`src/rtl/core/fenwick_2d_region_sum_assert.svh`:
```
// assertion macros shared by the fenwick region sum modules
`ifndef FENWICK_2D_REGION_SUM_ASSERT_SVH
`define FENWICK_2D_REGION_SUM_ASSERT_SVH

// same-cycle implication, checked on every rising edge outside reset
`define FEN2D_ASSERT_IMP(lbl, ante, cons) \
  lbl: assert property (@(posedge clk) disable iff (rst) (ante) |-> (cons)) \
    else $error("fen2d assertion failed");

// next-cycle implication
`define FEN2D_ASSERT_NXT(lbl, ante, cons) \
  lbl: assert property (@(posedge clk) disable iff (rst) (ante) |=> (cons)) \
    else $error("fen2d assertion failed");

`endif

```
`src/rtl/core/fen2d_pkg.sv`:
```
// shared types and codes for the fenwick region sum block
`timescale 1ns / 1ps
package fen2d_pkg;

  localparam logic OP_ADD   = 1'b0;
  localparam logic OP_QUERY = 1'b1;

  // commands from the sequencer to the datapath
  typedef struct packed {
    logic clr_step;
    logic load;
    logic init_walk;
    logic rd;
    logic apply;
    logic next_corner;
    logic out_load;
  } fen2d_cmd_t;

  // status from the datapath to the sequencer
  typedef struct packed {
    logic clr_done;
    logic is_query;
    logic walk_done;
    logic last_corner;
    logic out_free;
  } fen2d_sts_t;

endpackage

```
`src/rtl/core/fen2d_ctrl.sv`:
```
// sequencer for clear pass, update walk and four-corner query walk
`timescale 1ns / 1ps
`include "fenwick_2d_region_sum_assert.svh"
module fen2d_ctrl (
  input  logic                  clk,
  input  logic                  rst,
  input  logic                  in_valid,
  output logic                  in_stall,
  input  fen2d_pkg::fen2d_sts_t sts,
  output fen2d_pkg::fen2d_cmd_t cmd
);
  import fen2d_pkg::*;

  typedef enum logic [5:0] {
    ST_CLEAR = 6'b000001,
    ST_IDLE  = 6'b000010,
    ST_SETUP = 6'b000100,
    ST_READ  = 6'b001000,
    ST_USE   = 6'b010000,
    ST_EMIT  = 6'b100000
  } state_t;

  state_t state;
  state_t state_next;

  assign in_stall = (state != ST_IDLE);

  always_comb begin
    cmd        = '0;
    state_next = state;
    unique case (state)
      ST_CLEAR: begin
        cmd.clr_step = 1'b1;
        if (sts.clr_done) state_next = ST_IDLE;
      end
      ST_IDLE: begin
        if (in_valid) begin
          cmd.load   = 1'b1;
          state_next = ST_SETUP;
        end
      end
      ST_SETUP: begin
        cmd.init_walk = 1'b1;
        state_next    = ST_READ;
      end
      ST_READ: begin
        if (sts.walk_done) begin
          if (!sts.is_query) begin
            state_next = ST_IDLE;
          end else if (sts.last_corner) begin
            state_next = ST_EMIT;
          end else begin
            cmd.next_corner = 1'b1;
            state_next      = ST_SETUP;
          end
        end else begin
          cmd.rd     = 1'b1;
          state_next = ST_USE;
        end
      end
      ST_USE: begin
        cmd.apply  = 1'b1;
        state_next = ST_READ;
      end
      ST_EMIT: begin
        if (sts.out_free) begin
          cmd.out_load = 1'b1;
          state_next   = ST_IDLE;
        end
      end
      default: state_next = ST_IDLE;
    endcase
  end

  always_ff @(posedge clk) begin
    if (rst) begin
      state <= ST_CLEAR;
    end else begin
      state <= state_next;
    end
  end

  // read data is only consumed the cycle after it was requested
  `FEN2D_ASSERT_IMP(a_use_after_read, state == ST_USE, $past(state) == ST_READ)
  // a result only moves into the output register when it has room
  `FEN2D_ASSERT_IMP(a_emit_has_room, cmd.out_load, sts.out_free && sts.is_query)

endmodule

```
`config.mk`:
```
export PLATFORM = sky130hd
export DESIGN_NAME = fen2d_ctrl
export DESIGN_NICKNAME = d
export VERILOG_FILES = /design/src/rtl/core/fen2d_pkg.sv /design/src/rtl/core/fen2d_ctrl.sv
export VERILOG_INCLUDE_DIRS = /design/src /design/src/rtl/core
export SDC_FILE = /design/constraint.sdc
export NUM_CORES = 1
export LEC_CHECK = 0
export ABC_AREA = 0
export BUFFER_PORTS_ARGS = -buffer_cell sky130_fd_sc_hd__buf_2
export CORE_AREA = 2 2 39 41
export CTS_CLUSTER_SIZE = 14
export DETAILED_ROUTE_END_ITERATION = 8
export DIE_AREA = 0 0 41 43
export GPL_ROUTABILITY_DRIVEN = 0
export SLEW_MARGIN = 20
export SYNTH_ARGS = -nofsm -noshare
export SYNTH_HDL_FRONTEND = slang
export SYNTH_SLANG_ARGS = --single-unit
```
`constraint.sdc`:
```
create_clock -name clk -period 3 [get_ports clk]
set_clock_uncertainty 0.1 [all_clocks]
set_input_delay 0.6 -clock clk [delete_from_list [all_inputs] [get_ports clk]]
set_output_delay 0.6 -clock clk [all_outputs]
set_load 0.01 [all_outputs]
```
### After elaboration in Yosys (flattened, before gate mapping)

Index checks and enable logic that the tools add are counted.
Widths: inputs -> output; s select.

| storage, ports and cells | value |
|---|---|
| register bits after elaboration | 6 |
| bits of input ports | 8 |

| operators by class | value |
|---|---|
| equality and inequality tests | 10 |
| multiplexer cells | 20 |
| reduce and logical (&&, ||, !) cells | 2 |

Operator list:

| cell | number |
|---|---|
| $mux 6 | 6 |
| $pmux 6 s5 | 1 |
| $mux 1 | 13 |
| $eq 6x1->1 const B | 1 |
| $eq 6x2->1 const B | 1 |
| $eq 6x3->1 const B | 1 |
| $eq 6x4->1 const B | 1 |
| $eq 6x5->1 const B | 1 |
| $eq 6x6->1 const B | 1 |
| $ne 2x2->1 const B | 3 |
| $ne 6x2->1 const B | 1 |
| $reduce_and 3->1 | 1 |
| $reduce_or 2->1 | 1 |

### Longest topological paths before layout

Gate-level depths: netlist of the first run.

| depth | value |
|---|---|
| depth in word-level cells | 4 |
| depth in mapped cells | 5 |
| gate-level depth less buffers | 4 |

### Worst setup path before layout of the first run

No wires, ideal clock.

| path | value |
|---|---|
| path type | register to output |
| start point | register state[4] |
| end point | output port cmd[1] (netlist name) |
| arrival | 1.601 ns |
| data required time | 2.300 ns |
| path slack | 0.699 ns |
| cell stages (with the launch flop) | 5 |
| path buffers | 1 |
| path through | dfxtp_1 or4_1 or3_1 buf_2 nor3_1 |

RTL lines:

| element | line | RTL |
|---|---|---|
| start: declaration | fen2d_ctrl.sv:23 | `state_t state;` |
| start signal: assignment | fen2d_ctrl.sv:79 | `state <= state_next;` |
| end: declaration | fen2d_ctrl.sv:10 | `output fen2d_pkg::fen2d_cmd_t cmd` |

==> impl_metrics.tcl, run 1 <==
set metrics [dict create \
    cpMaxStageDelayCell "or4_1" \
    port_buffers 15 \
    postCtsSetupBuffers 0 \
    coreArea_um2 1380 \
    ys_top_cells_by_area "dfxtp_1, nor2_1, nor4_1, and4_1, nor3_1" \
    arrival_ns 1.89 \
    synthTopCellsByCount "dfxtp_1, nor2_1, inv_1, nor3_1, nor4_1" \
    crit_family "simple AND/OR/NAND/NOR gates" \
    cap_violations 0 \
    vias_per_cell 5.03 \
    cts.htree.levels 1 \
    start_util_pct 25.4 \
    cts_buffers 3 \
    crit_path_cell_trace "or4_1 > or3_1 > nor3_1 > buf_2" \
    cts_tree "yes" \
    r2r_cells 4 \
    end_kind "output port" \
    largest_register_ffs 6 \
    syn_area_um2 352 \
    grt_pass1_vias 321 \
    timing.final.crit_period_ns 2.59 \
    yosys_register_bits 6 \
    startpoint "state[4]" \
    grt_max_degree 8 \
    final_layout_size_suffix_gt1_share_pct 31.7 \
    synth-edff-count 0 \
    stdcell_area_um2 464 \
    synth-seq-area-share_pct 34.2 \
    die_w_um 41 \
    yosysTopAreaCellShare_pct 34.2 \
    drv_slew 0 \
    fmax_mhz 386 \
    cts_hold_buf 0 \
    drtAntennaViolNets 0 \
    path_class "reg2out" \
    yosys_warnings 0 \
    setup_violations 0 \
    tns_ns 0 \
    fin_nets 70 \
    placed_area_um2 442 \
    power.total_uw 196 \
    antenna_found_initial 0 \
    die_area_um2 1760 \
    crit_fanout 6 \
    tightest_slew_ns 0.431 \
    p_leak_uw 0.000212 \
    clk-insertion-delay-late_ns 0.24 \
    rsz0062_at_grt "false" \
    rrSetupSlack_ns 0.87 \
    synthDistinctLibCells 23 \
    drt-total-wl_um 831 \
    r2r-end "state[1]" \
    postSynth.asyncResetShare_pct 0 \
    critical_path_buf_inv_count 1 \
    hold_class "in2reg" \
    wire_per_inst_um 10.9 \
    ctsResizeCount 0 \
    dieHeight_um 43 \
    clk_path_buf_depth 2 \
    synth_top_area_cell "dfxtp_1" \
    ir_worst_vdd_v 0.000152 \
    cp-start-kind "flop" \
    met1Wirelength_um 395 \
    status "finished clean" \
    grt_pass1_wl_um 1320 \
    critical_path_required_ns 2.30 \
    overflow 0 \
    finish.utilization_pct 33.5 \
    drc 0 \
    diodes 0 \
    wl_met3_um 71 \
    crit_path_max_incr_delay_ns 0.55 \
    p_per_area_nw_per_um2 422 \
    synth_nets 51 \
    syn_inst 43 \
    syn_avg_cell_area_um2 8.18 \
    crit_end "cmd[1]" \
    largestRegisters "state: 6 flops" \
    num_io_pins 16 \
    synth_most_common_cell "dfxtp_1" \
    path_clk_slew_ns 0.04 \
    drt-initial-drc-count 12 \
    wl_met2_um 346 \
    clock-sinks 6 \
    vias 382 \
    rows 14 \
    first_pass_iters 4 \
    slew_headroom_pct 71.0 \
    reg2reg_from "state[4]" \
    hold_viol 0 \
    ys.flop_type "dfxtp_1" \
    crit_cells 4 \
    cts_root_buf "clkbuf_4" \
    fin_crit_sh_pct 86.3 \
    top_register "state" \
    grt_usage_pct 11.3 \
    top_layer_used "met4" \
    area_growth_pct 32.0 \
]
-- routing by layer --
metal  global-route usage (%)  vias to the layer above
li1                         -                      199
met1                     16.5                      165
met2                     13.4                       15
met3                     3.14                        3
met4                     8.00                        0
met5                        0                        -
-- worst min-delay path by stage --
stage                        start  endpoint  cells after the start
after floorplan           state[0]  state[0]                      2
after global placement    state[0]  state[0]                      2
after detailed placement  state[0]  state[0]                      2
after CTS                   sts[2]  state[4]                      2
after global routing        sts[2]  state[4]                      2
final                       sts[2]  state[4]                      2
-- power breakdown --
part           leakage (µW)  switching, µW  internal, µW  total [µW]
registers         0.0000491           3.85          83.6        87.4
logic              0.000149           18.8          15.9        34.7
clock network     0.0000138           28.5          45.2        73.8
total              0.000212           51.2           145         196
-- per-stage QoR --
step / instances / setup slack (ns) / hold WS [ns]
2_1_floorplan: 43 / 0.699 / 0.491
3_3_place_gp: 73 / 0.702 / 0.561
3_5_place_dp: 73 / 0.687 / 0.561
4_1_cts: 76 / 0.415 / 0.472
5_1_grt: 76 / 0.336 / 0.483
6_report: 76 / 0.412 / 0.466
-- logic make-up after synthesis --
family | after synthesis | synth area share, %
simple gates | 24 | 41.3
xor+xnor | 1 | 2.49
compound gates | 7 | 16.4
flops | 6 | 34.2
buf+inv | 5 | 5.69
-- placed cells by master, fill, tap and decap left out --
master	instances
inv_1	4
nor3b_1	2
a41oi_1	1
dfxtp_1	6
o221ai_1	1
a21oi_1	1
nand3_1	1
xor2_1	1
o31a_2	1
clkbuf_4	3
nand2b_1	1
a311oi_1	1
or3b_1	1
nand3b_1	2
nor4_1	3
nand2_1	1
buf_2	15
or4_1	2
and4_1	2
nor3_1	3
o21bai_1	1
o22a_1	1
nor2_1	5
or3_1	1
-- layout make-up --
type                            count  area (µm²)
Sequential cell                     6         120
Clock buffer                        3        22.5
Tap cell                           16        20.0
Fill cell                         145         920
Multi-Input combinational cell     32         211
Inverter                            4        15.0
Timing Repair Buffer               15        75.1
(Power assumes the default switching activity.)
==> inputs of run 2 (changes only) <==
--- a/config.mk
+++ b/config.mk
@@ -7,12 +7,14 @@
 export NUM_CORES = 1
 export LEC_CHECK = 0
 export ABC_AREA = 0
-export BUFFER_PORTS_ARGS = -buffer_cell sky130_fd_sc_hd__buf_2
+export BUFFER_PORTS_ARGS = -buffer_cell sky130_fd_sc_hd__buf_4
 export CORE_AREA = 2 2 39 41
+export CTS_BUF_LIST = sky130_fd_sc_hd__clkbuf_16
 export CTS_CLUSTER_SIZE = 14
 export DETAILED_ROUTE_END_ITERATION = 8
 export DIE_AREA = 0 0 41 43
 export GPL_ROUTABILITY_DRIVEN = 0
+export SKIP_CTS_REPAIR_TIMING = 1
 export SLEW_MARGIN = 20
 export SYNTH_ARGS = -nofsm -noshare
 export SYNTH_HDL_FRONTEND = slang
==> impl_metrics.tcl, run 2 (synthesized netlist as in run 1, its figures left out) <==
set metrics [dict create \
    first_pass_iters 4 \
    tightest_slew_ns 0.447 \
    start_util_pct 25.4 \
    ir_worst_vdd_v 0.000308 \
    die_w_um 41 \
    largestRegisters "state: 6 flops" \
    drv_slew 0 \
    startpoint "state[4]" \
    hold_class "in2reg" \
    coreArea_um2 1380 \
    crit_fanout 6 \
    vias 390 \
    drc 0 \
    vias_per_cell 5.13 \
    layout.cells.non_filler 76 \
    grt_pass1_vias 321 \
    arrival_ns 1.89 \
    diodes 0 \
    clk_path_buf_depth 2 \
    clk-insertion-delay-late_ns 0.23 \
    dp_hpwl_um 656 \
    cts_buffers 3 \
    area_growth_pct 57.7 \
    fmax_mhz 387 \
    use_met3_pct 4.71 \
    p_per_area_nw_per_um2 617 \
    cts_root_buf "clkbuf_16" \
    final_layout_size_suffix_gt1_share_pct 31.7 \
    largest_register_ffs 6 \
    cts_tree "yes" \
    dp.cells 73 \
    r2r-end "state[1]" \
    critical_path_required_ns 2.30 \
    dieHeight_um 43 \
    status "finished clean" \
    grt_usage_pct 13.2 \
    cts.htree.levels 1 \
    p_leak_uw 0.000243 \
    num_io_pins 16 \
    rows 14 \
    timing.final.crit_period_ns 2.59 \
    final_common_cell "buf_4" \
    setup_violations 0 \
    r2r_cells 4 \
    use_met1_pct 16.5 \
    grt_busiest_layer "met1" \
    port_buffers 15 \
    die_area_um2 1760 \
    grt_max_degree 8 \
    overflow 0 \
    wire_per_inst_um 11.9 \
    cp-start-kind "flop" \
    hold_viol 0 \
    fin_nets 70 \
    use_met2_pct 14.7 \
    fin_crit_sh_pct 86.2 \
    end_kind "output port" \
    path_class "reg2out" \
    crit_end "cmd[1]" \
    most-common-layout-cells "buf_4, dfxtp_1, nor2_1" \
    cap_violations 0 \
    drt-initial-drc-count 18 \
    drt-total-wl_um 908 \
    grt_pass1_wl_um 1400 \
    reg2reg_from "state[4]" \
    rsz0062_at_grt "false" \
    clock-sinks 6 \
    drtAntennaViolNets 0 \
    antenna_found_initial 0 \
    slew_headroom_pct 69.9 \
    path_clk_slew_ns 0.03 \
    top_register "state" \
    rrSetupSlack_ns 0.86 \
    tns_ns 0 \
]
run 2: cell types whose count changed in the layout (fill, tap and decap cells not counted):
cell / change
buf_2: -15
buf_4: +15
clkbuf_16: +3
clkbuf_4: -3
run 2: per-stage QoR:
stage | util (%) | instance area [µm²] | worst slack [ns] | total power, µW | hold slack (ns)
3_3_place_gp | 34.6 | 479 | 0.688 | 128 | 0.560
6_report | 40.1 | 554 | 0.415 | 342 | 0.459
3_5_place_dp | 34.6 | 479 | 0.682 | 128 | 0.557
5_1_grt | 40.1 | 554 | 0.328 | 354 | 0.478
2_1_floorplan | - | 352 | 0.699 | 109 | 0.491
4_1_cts | 40.1 | 554 | 0.422 | 346 | 0.457
run 2: worst min-delay path by stage:
stage,slack (ns),cells after the start,to,startpoint
global placement,0.56,2,state[0],state[0]
floorplan,0.49,2,state[0],state[0]
detailed placement,0.56,2,state[0],state[0]
CTS,0.46,2,state[4],sts[2]
global route,0.48,2,state[4],sts[2]
finish,0.46,2,state[4],sts[2]
run 2: cell type report:
cell class	instances	area (µm²)
Clock buffer	3	75.1
Fill cell	140	830
Inverter	4	15.0
Multi-Input combinational cell	32	211
Sequential cell	6	120
Tap cell	16	20.0
Timing Repair Buffer	15	113
run 2: metal layers:
metal	vias to the layer above	part of all wire (%)	wire, µm
met5	-	0	0
met4	0	5.6	51
met3	4	7.9	72
met2	17	37	336
met1	168	49	448
li1	201	-	-
run 2: power breakdown:
group          switching [µW]  internal (µW)
registers                3.92           83.9
clock network            43.6            171
logic                    19.4           20.4
run 2: worst max-delay path, stage by stage (launching register included):
cell and delay, ns:
dfxtp_1 0.35, or4_1 0.56, or3_1 0.41, nor3_1 0.20, buf_4 0.15
==> inputs of run 3 (changes only) <==
--- a/config.mk
+++ b/config.mk
@@ -14,6 +14,7 @@
 export DETAILED_ROUTE_END_ITERATION = 8
 export DIE_AREA = 0 0 41 43
 export GPL_ROUTABILITY_DRIVEN = 0
+export PLACE_DENSITY = 0.55
 export SKIP_CTS_REPAIR_TIMING = 1
 export SLEW_MARGIN = 20
 export SYNTH_ARGS = -nofsm -noshare
==> impl_metrics.tcl, run 3 (synthesized netlist as in run 1, its figures left out) <==
set metrics [dict create \
    status "finished clean" \
    diodes 0 \
    cts_root_buf "clkbuf_16" \
    top_register "state" \
    p_per_area_nw_per_um2 613 \
    arrival_ns 1.86 \
    drt-initial-drc-count 3 \
    wire_per_inst_um 11.5 \
    timing.final.crit_period_ns 2.56 \
    die_area_um2 1760 \
    antenna_found_initial 0 \
    grt_usage_pct 12.1 \
    tns_ns 0 \
    path_class "reg2out" \
    multi_input_area_um2 211 \
    fin_nets 70 \
    cts_buffers 3 \
    first_pass_iters 4 \
    coreArea_um2 1380 \
    num_io_pins 16 \
    ir_worst_vdd_v 0.000535 \
    critical_path_buf_inv_count 1 \
    area_growth_pct 57.7 \
    clk-insertion-delay-late_ns 0.23 \
    crit_family "simple AND/OR/NAND/NOR gates" \
    p_leak_uw 0.000243 \
    largest_register_ffs 6 \
    fin_crit_sh_pct 85.5 \
    port_buffers 15 \
    crit_path_cell_trace "or4_1 > or3_1 > nor3_1 > buf_4" \
    vias 384 \
    clk_path_buf_depth 2 \
    final_layout_size_suffix_gt1_share_pct 31.7 \
    overflow 0 \
    rows 14 \
    path_clk_slew_ns 0.03 \
    vias_per_cell 5.05 \
    grt_pass1_wl_um 1440 \
    cp-start-kind "flop" \
    setup_violations 0 \
    critical_path_required_ns 2.30 \
    end_kind "output port" \
    crit_path_max_incr_delay_ns 0.55 \
    final_common_cell "buf_4" \
    largestRegisters "state: 6 flops" \
    grt_pass1_vias 348 \
    stdcell_area_um2 554 \
    cts_tree "yes" \
    start_util_pct 25.4 \
    dieHeight_um 43 \
    tightest_slew_ns 0.428 \
    hold_viol 0 \
    grt_max_degree 8 \
    n_fill_cell 145 \
    cts.htree.levels 1 \
    most-common-layout-cells "buf_4, dfxtp_1, nor2_1" \
    drtAntennaViolNets 0 \
    drt-total-wl_um 872 \
    slew_headroom_pct 71.2 \
    die_w_um 41 \
    regArea_um2 120 \
    drv_slew 0 \
    dpl_worst_slack_ns 0.683 \
    placed_area_um2 479 \
    dp_hpwl_um 683 \
    clock-sinks 6 \
    drc 0 \
    cap_violations 0 \
    hold_class "in2reg" \
    cpMaxStageDelayCell "or4_1" \
    crit_fanout 6 \
    worst_slack_ns 0.436 \
    fmax_mhz 390 \
    rsz0062_at_grt "false" \
]
[run 3: cell counts in the layout (fill, tap and decap cells not counted)]
No cell type changed its count.
[run 3: worst paths after layout]
check / startpoint / endpoint / slack, ns / cells past startpoint
hold / removal: sts[2] / state[4] / 0.47 / 2
setup / recovery: state[4] / cmd[1] / 0.44 / 4
setup reg to reg: state[4] / state[1] / 0.87 / 4
hold reg to reg: state[0] / state[0] / 0.57 / 2
[run 3: through the flow]
step	hold slack (ns)	cells	power [µW]	utilization, %
global placement	0.557	73	129	34.6
floorplan	0.491	43	109	-
finish	0.465	76	340	40.1
detailed placement	0.559	73	128	34.6
CTS	0.461	76	343	40.1
global route	0.471	76	353	40.1
[run 3: area by class of cell]
type,count,area share (%)
Clock buffer,3,13.5
Inverter,4,2.71
Multi-Input combinational cell,32,38.1
Sequential cell,6,21.7
Tap cell,16,3.61
Timing Repair Buffer,15,20.3
[run 3: per-layer routing]
layer | vias to the layer above | global-route usage [%] | part of all wire [%]
li1 | 203 | - | -
met1 | 163 | 15.4 | 49
met2 | 16 | 16.3 | 41
met3 | 2 | 4.71 | 8.1
met4 | 0 | 8.00 | 2.1
met5 | - | 0 | 0
[run 3: worst reg2reg max path, stage by stage (launching register included)]
cell and delay [ns]:
dfxtp_1 0.34, or4_1 0.55, or3_1 0.41, or3b_1 0.38, a311oi_1 0.26
[run 3: report_power, final]
part | switching (µW) | leakage, µW | total [µW] | internal, µW
clock network | 41.9 | 0.0000370 | 213 | 171
registers | 3.77 | 0.0000491 | 87.6 | 83.9
logic | 19.3 | 0.000157 | 39.6 | 20.4
